<file path="src/hdl/fpha_pkg.sv">
`default_nettype none
package fpha_pkg;

   localparam int SEG_IDX_W = 10;

   localparam logic [1:0] FUNC_ALLOC  = 2'd0;
   localparam logic [1:0] FUNC_FREE   = 2'd1;
   localparam logic [1:0] FUNC_DEFRAG = 2'd2;
   localparam logic [1:0] FUNC_NOP    = 2'd3;

   localparam logic [1:0] MODE_FIRST = 2'd0;
   localparam logic [1:0] MODE_BEST  = 2'd1;
   localparam logic [1:0] MODE_WORST = 2'd2;
   localparam logic [1:0] MODE_NONE  = 2'd3;

   localparam logic [2:0] ST_OK       = 3'd0;
   localparam logic [2:0] ST_BAD_SIZE = 3'd1;
   localparam logic [2:0] ST_NO_FIT   = 3'd2;
   localparam logic [2:0] ST_RANGE    = 3'd3;
   localparam logic [2:0] ST_NOT_ALLOC = 3'd4;

   localparam logic [1:0] CSR_ALLOC_MODE = 2'd0;
   localparam logic [1:0] CSR_HEAP_SIZE  = 2'd1;

   typedef struct packed {
      logic [15:0] offset;
      logic [16:0] size;
      logic        free;
   } seg_type;

   typedef struct packed {
      logic                 we;
      logic [SEG_IDX_W-1:0] waddr;
      seg_type              wdata;
      logic [SEG_IDX_W-1:0] raddr;
   } mem_req_type;

   typedef enum logic [4:0] {
      S_IDLE, S_DISPATCH,
      S_A_RD, S_A_CHK, S_A_DEC, S_A_SH_RD, S_A_SH_WR, S_A_W1, S_A_W2,
      S_F_RD, S_F_CHK, S_F_NXT, S_F_NXT_CHK, S_F_PRV, S_F_PRV_CHK,
      S_D_CUR, S_D_LOOP, S_D_CHK,
      S_DROP_RD, S_DROP_WR, S_RESP
   } state_type;

endpackage
`default_nettype wire

</file>
<file path="src/hdl/fpha_seg_mem.sv">
`default_nettype none
module fpha_seg_mem #(
   parameter int DEPTH = 64
) (
   input  wire logic                 clock,
   input  wire fpha_pkg::mem_req_type mem_req,
   output fpha_pkg::seg_type         rdata
);
   import fpha_pkg::*;

   localparam int IW = (DEPTH > 1) ? $clog2(DEPTH) : 1;

   seg_type mem [DEPTH];

   always_ff @(posedge clock) begin
      if (mem_req.we) begin
         mem[mem_req.waddr[IW-1:0]] <= mem_req.wdata;
      end
      rdata <= mem[mem_req.raddr[IW-1:0]];
   end

endmodule
`default_nettype wire

</file>
<file path="src/hdl/fpha_ctrl.sv">
`default_nettype none
module fpha_ctrl #(
   parameter int HEADER_BYTES = 16,
   parameter int MAX_SEGMENTS = 64
) (
   input  wire logic                  clock,
   input  wire logic                  reset,
   input  wire logic                  init_req,
   input  wire logic [1:0]            alloc_mode,
   input  wire logic [16:0]           heap_size,
   input  wire logic                  req_tvalid,
   output logic                       req_tready,
   input  wire logic [1:0]            func,
   input  wire logic [15:0]           req_size,
   input  wire logic [15:0]           addr,
   output logic                       rsp_tvalid,
   input  wire logic                  rsp_tready,
   output logic [2:0]                 status,
   output logic [15:0]                addr_res,
   output fpha_pkg::mem_req_type      mem_req,
   input  wire fpha_pkg::seg_type     rdata
);
   import fpha_pkg::*;

   localparam int CW = $clog2(MAX_SEGMENTS + 1);
   localparam logic [16:0] HDR = 17'(HEADER_BYTES);
   localparam logic [CW:0] MAXC = (CW+1)'(MAX_SEGMENTS);

   state_type state_ff, state_in, ret_ff, ret_in;
   logic [CW-1:0] i_ff, i_in, j_ff, j_in, cnt_ff, cnt_in, pick_ff, pick_in;
   logic [1:0] func_ff, func_in;
   logic [15:0] need_ff, need_in, addr_ff, addr_in;
   logic found_ff, found_in, pend_ff, pend_in;
   logic [15:0] poff_ff, poff_in;
   logic [16:0] psize_ff, psize_in;
   seg_type cur_ff, cur_in;
   logic [2:0] st_ff, st_in;
   logic [15:0] res_ff, res_in;
   logic rsp_valid_ff, rsp_valid_in;
   logic [2:0] rsp_status_ff, rsp_status_in;
   logic [15:0] rsp_addr_ff, rsp_addr_in;

   logic [CW:0] i1, j1, cnt1;
   logic qual, better, done;
   logic [16:0] plus_hdr;
   seg_type wr;

   always_ff @(posedge clock) begin
      if (reset) begin
         state_ff <= S_IDLE;
         ret_ff <= S_IDLE;
         cnt_ff <= CW'(1);
         pend_ff <= 1'b1;
         rsp_valid_ff <= 1'b0;
      end else begin
         state_ff <= state_in;
         ret_ff <= ret_in;
         cnt_ff <= cnt_in;
         pend_ff <= pend_in;
         rsp_valid_ff <= rsp_valid_in;
      end
   end

   always_ff @(posedge clock) begin
      i_ff <= i_in;
      j_ff <= j_in;
      pick_ff <= pick_in;
      func_ff <= func_in;
      need_ff <= need_in;
      addr_ff <= addr_in;
      found_ff <= found_in;
      poff_ff <= poff_in;
      psize_ff <= psize_in;
      cur_ff <= cur_in;
      st_ff <= st_in;
      res_ff <= res_in;
      rsp_status_ff <= rsp_status_in;
      rsp_addr_ff <= rsp_addr_in;
   end

   assign req_tready = (state_ff == S_IDLE) && !pend_ff;
   assign rsp_tvalid = rsp_valid_ff;
   assign status = rsp_status_ff;
   assign addr_res = rsp_addr_ff;

   always_comb begin
      state_in = state_ff;
      ret_in = ret_ff;
      i_in = i_ff;
      j_in = j_ff;
      cnt_in = cnt_ff;
      pick_in = pick_ff;
      func_in = func_ff;
      need_in = need_ff;
      addr_in = addr_ff;
      found_in = found_ff;
      pend_in = pend_ff || init_req;
      poff_in = poff_ff;
      psize_in = psize_ff;
      cur_in = cur_ff;
      st_in = st_ff;
      res_in = res_ff;
      rsp_valid_in = rsp_valid_ff && !rsp_tready;
      rsp_status_in = rsp_status_ff;
      rsp_addr_in = rsp_addr_ff;
      mem_req = '0;
      wr = '0;
      i1 = (CW+1)'(i_ff) + 1'b1;
      j1 = (CW+1)'(j_ff) + 1'b1;
      cnt1 = (CW+1)'(cnt_ff);
      qual = rdata.free && (rdata.size >= {1'b0, need_ff});
      better = 1'b0;
      done = 1'b0;
      plus_hdr = 17'(rdata.offset) + HDR;

      unique case (state_ff)
         S_IDLE: begin
            if (pend_ff) begin
               wr.offset = '0;
               wr.size = heap_size - HDR;
               wr.free = 1'b1;
               mem_req.we = 1'b1;
               mem_req.wdata = wr;
               cnt_in = CW'(1);
               pend_in = init_req;
            end else if (req_tvalid) begin
               func_in = func;
               need_in = req_size;
               addr_in = addr;
               state_in = S_DISPATCH;
            end
         end
         S_DISPATCH: begin
            st_in = ST_OK;
            res_in = '0;
            i_in = '0;
            found_in = 1'b0;
            state_in = S_RESP;
            unique case (func_ff)
               FUNC_ALLOC: begin
                  if (need_ff == '0) begin
                     st_in = ST_BAD_SIZE;
                  end else begin
                     state_in = S_A_RD;
                  end
               end
               FUNC_FREE: begin
                  if ((17'(addr_ff) < HDR) || (17'(addr_ff) >= heap_size)) begin
                     st_in = ST_RANGE;
                  end else begin
                     state_in = S_F_RD;
                  end
               end
               FUNC_DEFRAG: begin
                  mem_req.raddr = '0;
                  state_in = S_D_CUR;
               end
               default: begin
                  state_in = S_RESP;
               end
            endcase
         end
         S_A_RD: begin
            mem_req.raddr = SEG_IDX_W'(i_ff);
            state_in = S_A_CHK;
         end
         S_A_CHK: begin
            unique case (alloc_mode)
               MODE_FIRST: begin
                  better = qual;
                  done = qual;
               end
               MODE_BEST: begin
                  better = qual && (!found_ff || rdata.size < psize_ff);
                  done = better && (rdata.size == {1'b0, need_ff});
               end
               MODE_WORST: begin
                  better = qual && (!found_ff || rdata.size > psize_ff);
               end
               default: begin
                  done = qual;
               end
            endcase
            if (better) begin
               found_in = 1'b1;
               pick_in = i_ff;
               poff_in = rdata.offset;
               psize_in = rdata.size;
            end
            i_in = i_ff + 1'b1;
            if (done || i1 >= cnt1) begin
               if (better || found_ff && !(done && !better)) begin
                  state_in = S_A_DEC;
               end else begin
                  st_in = ST_NO_FIT;
                  state_in = S_RESP;
               end
            end else begin
               state_in = S_A_RD;
            end
         end
         S_A_DEC: begin
            res_in = 16'(17'(poff_ff) + HDR);
            if ((18'(psize_ff) >= 18'(need_ff) + 18'(HDR) + 18'd1) && (cnt1 < MAXC)) begin
               j_in = cnt_ff;
               if (cnt1 > (CW+1)'(pick_ff) + 1'b1) begin
                  state_in = S_A_SH_RD;
               end else begin
                  state_in = S_A_W1;
               end
            end else begin
               state_in = S_A_W2;
            end
         end
         S_A_SH_RD: begin
            mem_req.raddr = SEG_IDX_W'(j_ff - 1'b1);
            state_in = S_A_SH_WR;
         end
         S_A_SH_WR: begin
            mem_req.we = 1'b1;
            mem_req.waddr = SEG_IDX_W'(j_ff);
            mem_req.wdata = rdata;
            j_in = j_ff - 1'b1;
            if ((CW+1)'(j_ff) - 1'b1 > (CW+1)'(pick_ff) + 1'b1) begin
               state_in = S_A_SH_RD;
            end else begin
               state_in = S_A_W1;
            end
         end
         S_A_W1: begin
            wr.offset = 16'(17'(poff_ff) + HDR + 17'(need_ff));
            wr.size = psize_ff - 17'(need_ff) - HDR;
            wr.free = 1'b1;
            mem_req.we = 1'b1;
            mem_req.waddr = SEG_IDX_W'(pick_ff + 1'b1);
            mem_req.wdata = wr;
            psize_in = 17'(need_ff);
            cnt_in = cnt_ff + 1'b1;
            state_in = S_A_W2;
         end
         S_A_W2: begin
            wr.offset = poff_ff;
            wr.size = psize_ff;
            wr.free = 1'b0;
            mem_req.we = 1'b1;
            mem_req.waddr = SEG_IDX_W'(pick_ff);
            mem_req.wdata = wr;
            state_in = S_RESP;
         end
         S_F_RD: begin
            mem_req.raddr = SEG_IDX_W'(i_ff);
            state_in = S_F_CHK;
         end
         S_F_CHK: begin
            if (plus_hdr == 17'(addr_ff)) begin
               if (rdata.free) begin
                  st_in = ST_NOT_ALLOC;
                  state_in = S_RESP;
               end else begin
                  wr = rdata;
                  wr.free = 1'b1;
                  cur_in = wr;
                  mem_req.we = 1'b1;
                  mem_req.waddr = SEG_IDX_W'(i_ff);
                  mem_req.wdata = wr;
                  state_in = S_F_NXT;
               end
            end else if (i1 >= cnt1) begin
               st_in = ST_NOT_ALLOC;
               state_in = S_RESP;
            end else begin
               i_in = i_ff + 1'b1;
               state_in = S_F_RD;
            end
         end
         S_F_NXT: begin
            if (i1 < cnt1) begin
               mem_req.raddr = SEG_IDX_W'(i_ff + 1'b1);
               state_in = S_F_NXT_CHK;
            end else begin
               state_in = S_F_PRV;
            end
         end
         S_F_NXT_CHK: begin
            state_in = S_F_PRV;
            if (rdata.free) begin
               wr = cur_ff;
               wr.size = cur_ff.size + HDR + rdata.size;
               cur_in = wr;
               mem_req.we = 1'b1;
               mem_req.waddr = SEG_IDX_W'(i_ff);
               mem_req.wdata = wr;
               j_in = i_ff + 1'b1;
               ret_in = S_F_PRV;
               state_in = S_DROP_RD;
            end
         end
         S_F_PRV: begin
            if (i_ff != '0) begin
               mem_req.raddr = SEG_IDX_W'(i_ff - 1'b1);
               state_in = S_F_PRV_CHK;
            end else begin
               state_in = S_RESP;
            end
         end
         S_F_PRV_CHK: begin
            state_in = S_RESP;
            if (rdata.free) begin
               wr = rdata;
               wr.size = rdata.size + HDR + cur_ff.size;
               mem_req.we = 1'b1;
               mem_req.waddr = SEG_IDX_W'(i_ff - 1'b1);
               mem_req.wdata = wr;
               j_in = i_ff;
               ret_in = S_RESP;
               state_in = S_DROP_RD;
            end
         end
         S_D_CUR: begin
            cur_in = rdata;
            state_in = S_D_LOOP;
         end
         S_D_LOOP: begin
            if (i1 >= cnt1) begin
               state_in = S_RESP;
            end else begin
               mem_req.raddr = SEG_IDX_W'(i_ff + 1'b1);
               state_in = S_D_CHK;
            end
         end
         S_D_CHK: begin
            if (cur_ff.free && rdata.free) begin
               wr = cur_ff;
               wr.size = cur_ff.size + HDR + rdata.size;
               cur_in = wr;
               mem_req.we = 1'b1;
               mem_req.waddr = SEG_IDX_W'(i_ff);
               mem_req.wdata = wr;
               j_in = i_ff + 1'b1;
               ret_in = S_D_LOOP;
               state_in = S_DROP_RD;
            end else begin
               cur_in = rdata;
               i_in = i_ff + 1'b1;
               state_in = S_D_LOOP;
            end
         end
         S_DROP_RD: begin
            if (j1 < cnt1) begin
               mem_req.raddr = SEG_IDX_W'(j_ff + 1'b1);
               state_in = S_DROP_WR;
            end else begin
               cnt_in = cnt_ff - 1'b1;
               state_in = ret_ff;
            end
         end
         S_DROP_WR: begin
            mem_req.we = 1'b1;
            mem_req.waddr = SEG_IDX_W'(j_ff);
            mem_req.wdata = rdata;
            j_in = j_ff + 1'b1;
            state_in = S_DROP_RD;
         end
         S_RESP: begin
            if (!rsp_valid_ff || rsp_tready) begin
               rsp_valid_in = 1'b1;
               rsp_status_in = st_ff;
               rsp_addr_in = (st_ff == ST_OK) ? res_ff : '0;
               state_in = S_IDLE;
            end
         end
         default: begin
            state_in = S_IDLE;
         end
      endcase
   end

   a_cnt_range: assert property (@(posedge clock) disable iff (reset)
      (cnt_ff != '0) && ((CW+1)'(cnt_ff) <= MAXC))
      else $error("segment count out of range");

   a_split_grows: assert property (@(posedge clock) disable iff (reset)
      (state_ff == S_A_W1) |=> (cnt_ff == $past(cnt_ff) + 1'b1))
      else $error("split did not add a segment");

   a_ready_idle: assert property (@(posedge clock) disable iff (reset)
      req_tready |-> (state_ff == S_IDLE) && !pend_ff)
      else $error("item taken while busy");

   a_resp_load: assert property (@(posedge clock) disable iff (reset)
      (state_ff == S_RESP && (!rsp_valid_ff || rsp_tready)) |=> rsp_valid_ff)
      else $error("result lost");

endmodule
`default_nettype wire

</file>
<file path="src/hdl/fit_policy_heap_allocator.sv">
// Allocate scans the segment table and shifts entries up to make room on a split; free
// scans the table and shifts entries down on each merge; defragment walks every segment
// and shifts entries down on each merge. One item at a time, set by the sequential walk
// over the segment memory. A finished result waits in an output register. Reset
// (synchronous) and each heap_size write rebuild the table once the controller is idle.
`default_nettype none
module fit_policy_heap_allocator #(
   parameter int HEAP_BYTES = 65536,
   parameter int HEADER_BYTES = 16,
   parameter int MAX_SEGMENTS = 64
) (
   input  wire logic        clock,
   input  wire logic        reset,
   input  wire logic        csr_we,
   input  wire logic [1:0]  csr_index,
   input  wire logic [16:0] csr_wdata,
   input  wire logic        req_tvalid,
   output logic             req_tready,
   input  wire logic [39:0] req_tdata,   // func[1:0], req_size[17:2], addr[33:18]
   output logic             rsp_tvalid,
   input  wire logic        rsp_tready,
   output logic [23:0]      rsp_tdata    // status[2:0], addr_res[18:3]
);
   import fpha_pkg::*;

   localparam logic [16:0] LIM = (HEAP_BYTES < 65536) ? 17'(HEAP_BYTES) : 17'd65536;
   localparam logic [16:0] HDR = 17'(HEADER_BYTES);

   logic [1:0] mode_ff;
   logic [16:0] heap_ff, heap_in;
   logic init_req;
   logic [2:0] status;
   logic [15:0] addr_res;
   mem_req_type mem_req;
   seg_type rdata;

   always_comb begin
      heap_in = csr_wdata;
      if (heap_in > LIM) begin
         heap_in = LIM;
      end
      if (heap_in < HDR) begin
         heap_in = HDR;
      end
   end

   assign init_req = csr_we && (csr_index == CSR_HEAP_SIZE);

   always_ff @(posedge clock) begin
      if (reset) begin
         mode_ff <= MODE_FIRST;
         heap_ff <= (LIM < HDR) ? HDR : LIM;
      end else if (csr_we) begin
         if (csr_index == CSR_ALLOC_MODE) begin
            mode_ff <= csr_wdata[1:0];
         end else if (csr_index == CSR_HEAP_SIZE) begin
            heap_ff <= heap_in;
         end
      end
   end

   fpha_ctrl #(
      .HEADER_BYTES(HEADER_BYTES),
      .MAX_SEGMENTS(MAX_SEGMENTS)
   ) u_ctrl (
      .clock(clock),
      .reset(reset),
      .init_req(init_req),
      .alloc_mode(mode_ff),
      .heap_size(heap_ff),
      .req_tvalid(req_tvalid),
      .req_tready(req_tready),
      .func(req_tdata[1:0]),
      .req_size(req_tdata[17:2]),
      .addr(req_tdata[33:18]),
      .rsp_tvalid(rsp_tvalid),
      .rsp_tready(rsp_tready),
      .status(status),
      .addr_res(addr_res),
      .mem_req(mem_req),
      .rdata(rdata)
   );

   fpha_seg_mem #(
      .DEPTH(MAX_SEGMENTS)
   ) u_mem (
      .clock(clock),
      .mem_req(mem_req),
      .rdata(rdata)
   );

   assign rsp_tdata = {5'd0, addr_res, status};

endmodule
`default_nettype wire

</file>
<file path="config.mk">
export PLATFORM = sky130hd
export DESIGN_NAME = fit_policy_heap_allocator
export DESIGN_NICKNAME = d
export VERILOG_FILES = /design/src/hdl/fpha_pkg.sv /design/src/hdl/fpha_seg_mem.sv /design/src/hdl/fpha_ctrl.sv /design/src/hdl/fit_policy_heap_allocator.sv
export SDC_FILE = /design/constraint.sdc
export NUM_CORES = 2
export LEC_CHECK = 0
export ABC_AREA = 1
export BUFFER_PORTS_ARGS = -buffer_cell sky130_fd_sc_hd__buf_2
export CAP_MARGIN = 20
export CORE_ASPECT_RATIO = 2
export CORE_MARGIN = 2
export CORE_UTILIZATION = 58
export CTS_CLUSTER_SIZE = 10
export DETAILED_ROUTE_END_ITERATION = 8
export HOLD_SLACK_MARGIN = 0.1
export PLACE_DENSITY = 0.75
export REMOVE_ABC_BUFFERS = 1
export SYNTH_ARGS = -nofsm -noshare
export SYNTH_HDL_FRONTEND = slang
export SYNTH_SLANG_ARGS = --single-unit
</file>
<file path="constraint.sdc">
create_clock -name clock -period 6.35 [get_ports clock]
set_clock_uncertainty 0.1 [all_clocks]
set_input_delay 1.27 -clock clock [delete_from_list [all_inputs] [get_ports clock]]
set_output_delay 1.27 -clock clock [all_outputs]
set_load 0.02 [all_outputs]
</file>
==> results.md <==
- Outcome: complete, but fails checks
- Failing checks: DRC
- Number of library cell types mapped by synthesis: 58
- Setup Fix Bufs, Post-CTS: 0
- First-pass DRT Iterations: 9
- Max-slew headroom at the worst pin: 0.250
- Period minus WS final: 5830 ps
- Die Wd: 316 um
- Max H-tree Level: 5
- Leakage: 49.6 nW
- Critical Path RT: 6950 ps
- Number of global-route vias before repair: 83300
- Setup TNS: 0 ps
- WP buf/inv: 4
- Count leader, synth: nand3_1
- Rows: 228
- RePlAce Congestion: 1.03
- Die H: 627 um
- Leading area contributor after synthesis: edfxtp_1
- Total track usage: 0.366
- Post-synth ARST share: 0
- Total power: 53.9 mW
- Worst-Skew Late Latency: 850 ps
- Post-layout nets: 11000
- Fillers: 14300
- RSZ-0062 raised after global routing: no
- Vias: 84300
- Detail Route Antenna Nets: 0
- Clk slew on worst S/H paths: 60 ps
- Final setup fails: 0
- Worst Tran Pin Value: 1110 ps
- Post-synth EDFFs: 2337
- Final hold vios: 0
- Post-synth top cells: 2402 x nand3_1, 2337 x edfxtp_1, 1610 x inv_1, 1603 x nand2_1, 845 x nand3b_1
- Area contributors post-synth: edfxtp_1 62%, nand3_1 11%, nand3b_1 5.6%, inv_1 5.4%, nand2_1 5.3%
- Hold Path Class: flop to flop
- Clk sinks: 2407
- Avg Vias per Cell: 6.30
- Crit path arrival time: 6430 ps
- CP max stage delay: 690 ps
- Crit end category: flop
- Startpoint class of the critical path: flop
- Max-slew violations: 0
- Top cell type's share of synthesized area: 0.623
- DRT iter0 DRCs: 10900
- Final worst slack: 524 ps
- Io pins: 90
- R2r startpoint: u_ctrl.i_ff[0]
- Cts-stage hold buffer count: 0
- Core Area: 193000 sq um
- Worst setup path class: flop to flop
- Family with the most delay on the worst path: simple AND/OR/NAND/NOR gates
- Worst hold start: u_ctrl.st_ff[0]
- Root Buffer: clkbuf_16
- Hold Slack: 352 ps
- Crit path launch: u_ctrl.i_ff[0]
- Pin count of the biggest net entering global routing: 173
- Post-synthesis cell count: 10600
- Register area: 71600 sq um
- I/O Buffers: 78
- Post-Synthesis Cell Area: 113000 sq um
- DRC: 1
- Syn avg cell area: 10.6 sq um
- Initial Util: 0.584
- # Max-Cap Violations: 0
- Pwr Density: 429 nW/um^2
- Max rail drop VDD: 0.000637 V
- CP cell instances: inv_1 -> nor3_1 -> or2_2 -> nand2_1 -> inv_1 -> ha_1 -> nand2_1 -> a21boi_0 -> nor2_1 -> nand4_1 -> nand2_1 -> nand2_1 -> nand3_4 -> buf_12 -> buf_12 -> nand3_1 -> nand3_1 -> nand3_1 -> nand3_1 -> nand3_1 -> nand2_1
- CTS Buf Count: 283
- Global-route wire length before repair: 528000 um
- Top_reg_cell synth: edfxtp_1
- CP max stage cell: nand3_4
- Fmax: 172 MHz
- Drt total wl: 364000 um
- Die Area: 198000 sq um
- Synthesis-stage register bit count: 2407
- Longest Clk Path Bufs: 4
- Antenna violations before repair: 15
- Area Overhead vs Synth: 11.6%
- Multi-input gate area: 33100 sq um
- Setup slack after placement: 675 ps
- Mean routed wirelength per cell: 27.2 um
- Final worst-path cycle share: 0.917
- Syn. warnings: 0
- Register area share after synthesis: 0.635
- TritonCTS clock tree: done
- DP HPWL: 229000 um
- Post_cts resized: 0
- Worst Path Max Fanout: 28
- Share of layout cells above drive strength 1: 0.0804
- Total gr overflow: 0
cell usage in the layout, fill, tap and decap left out, types with 70 or more instances in the layout:
master and instances:
nor2_1 227, a21oi_1 134, o21ai_0 112, edfxtp_1 2337, nand3b_1 845, inv_1 1609
clkbuf_1 77, nand2_1 1600, nand3_1 2398, xor2_1 79, buf_2 78, ha_1 199
dfxtp_1 70, buf_4 294, clkbuf_16 290, buf_12 75
metal layers:
layer,share of wire,global-route usage
met5,0.00047,0.00300
met4,0.10,0.327
met3,0.093,0.0704
met2,0.49,0.621
met1,0.31,0.383
cell families (layout without fill, tap and decap cells):
kind of cell / after synthesis / in the layout / share of synthesized area
AOI/OAI and AO/OA: 402 / 402 / 0.0214
xor gates and xnor gates: 99 / 99 / 0.00769
adders and majority gates: 204 / 204 / 0.0230
buffers and inverters: 2249 / 2443 / 0.0794
DFF: 2407 / 2407 / 0.635
other: 1 / 16 / 0.0000333
and+or+nand+nor: 5283 / 5283 / 0.233
state kept, by name, indices dropped and copies added (netlist names), 2 cells and up:
register,flops
u_mem.mem,2176
u_ctrl.cur_ff,34
u_mem.rdata,34
heap_ff,17
u_ctrl.psize_ff,17
u_ctrl.addr_ff,16
u_ctrl.addr_res,16
u_ctrl.need_ff,16
u_ctrl.poff_ff,16
u_ctrl.res_ff,16
u_ctrl.cnt_ff,7
u_ctrl.i_ff,7
u_ctrl.j_ff,7
u_ctrl.pick_ff,7
u_ctrl.state_ff,5
u_ctrl.ret_ff,3
u_ctrl.st_ff,3
u_ctrl.status,3
mode_ff,2
u_ctrl.func_ff,2
worst paths after layout:
kind / end / slack (ps) / depth (start not counted)
setup reg to reg: u_mem.rdata[24] / 520 / 21
setup / recovery: u_mem.rdata[24] / 520 / 21
hold / removal: u_ctrl.status[0] / 350 / 0
hold reg to reg: u_ctrl.status[0] / 350 / 0
report_power, final:
group          switching (mW)  internal, mW  total (mW)
Combinational            13.8          4.68        18.4
Clock                    6.03          8.25        14.3
Sequential              0.714          20.4        21.2
Total                    20.5          33.4        53.9
stage by stage:
stage          cells   util  area (sq um)
5_1_grt        13400  0.652        126000
3_3_place_gp   13000  0.612        118000
6_report       13400  0.652        126000
3_5_place_dp   13000  0.612        118000
4_1_cts        13400  0.652        126000
2_1_floorplan  10000      -        110000
final cells by class:
| class | count | area share |
|---|---|---|
| diodes | 11 | 0.000219 |
| multi-input cells | 5993 | 0.263 |
| flip-flops and latches | 2407 | 0.569 |
| well taps | 2530 | 0.0252 |
| inverters | 1617 | 0.0483 |
| clock inverters | 11 | 0.00111 |
| clock buffers | 367 | 0.0600 |
| repair buffers | 448 | 0.0327 |
Note: power is estimated with default switching activity, not from simulation.
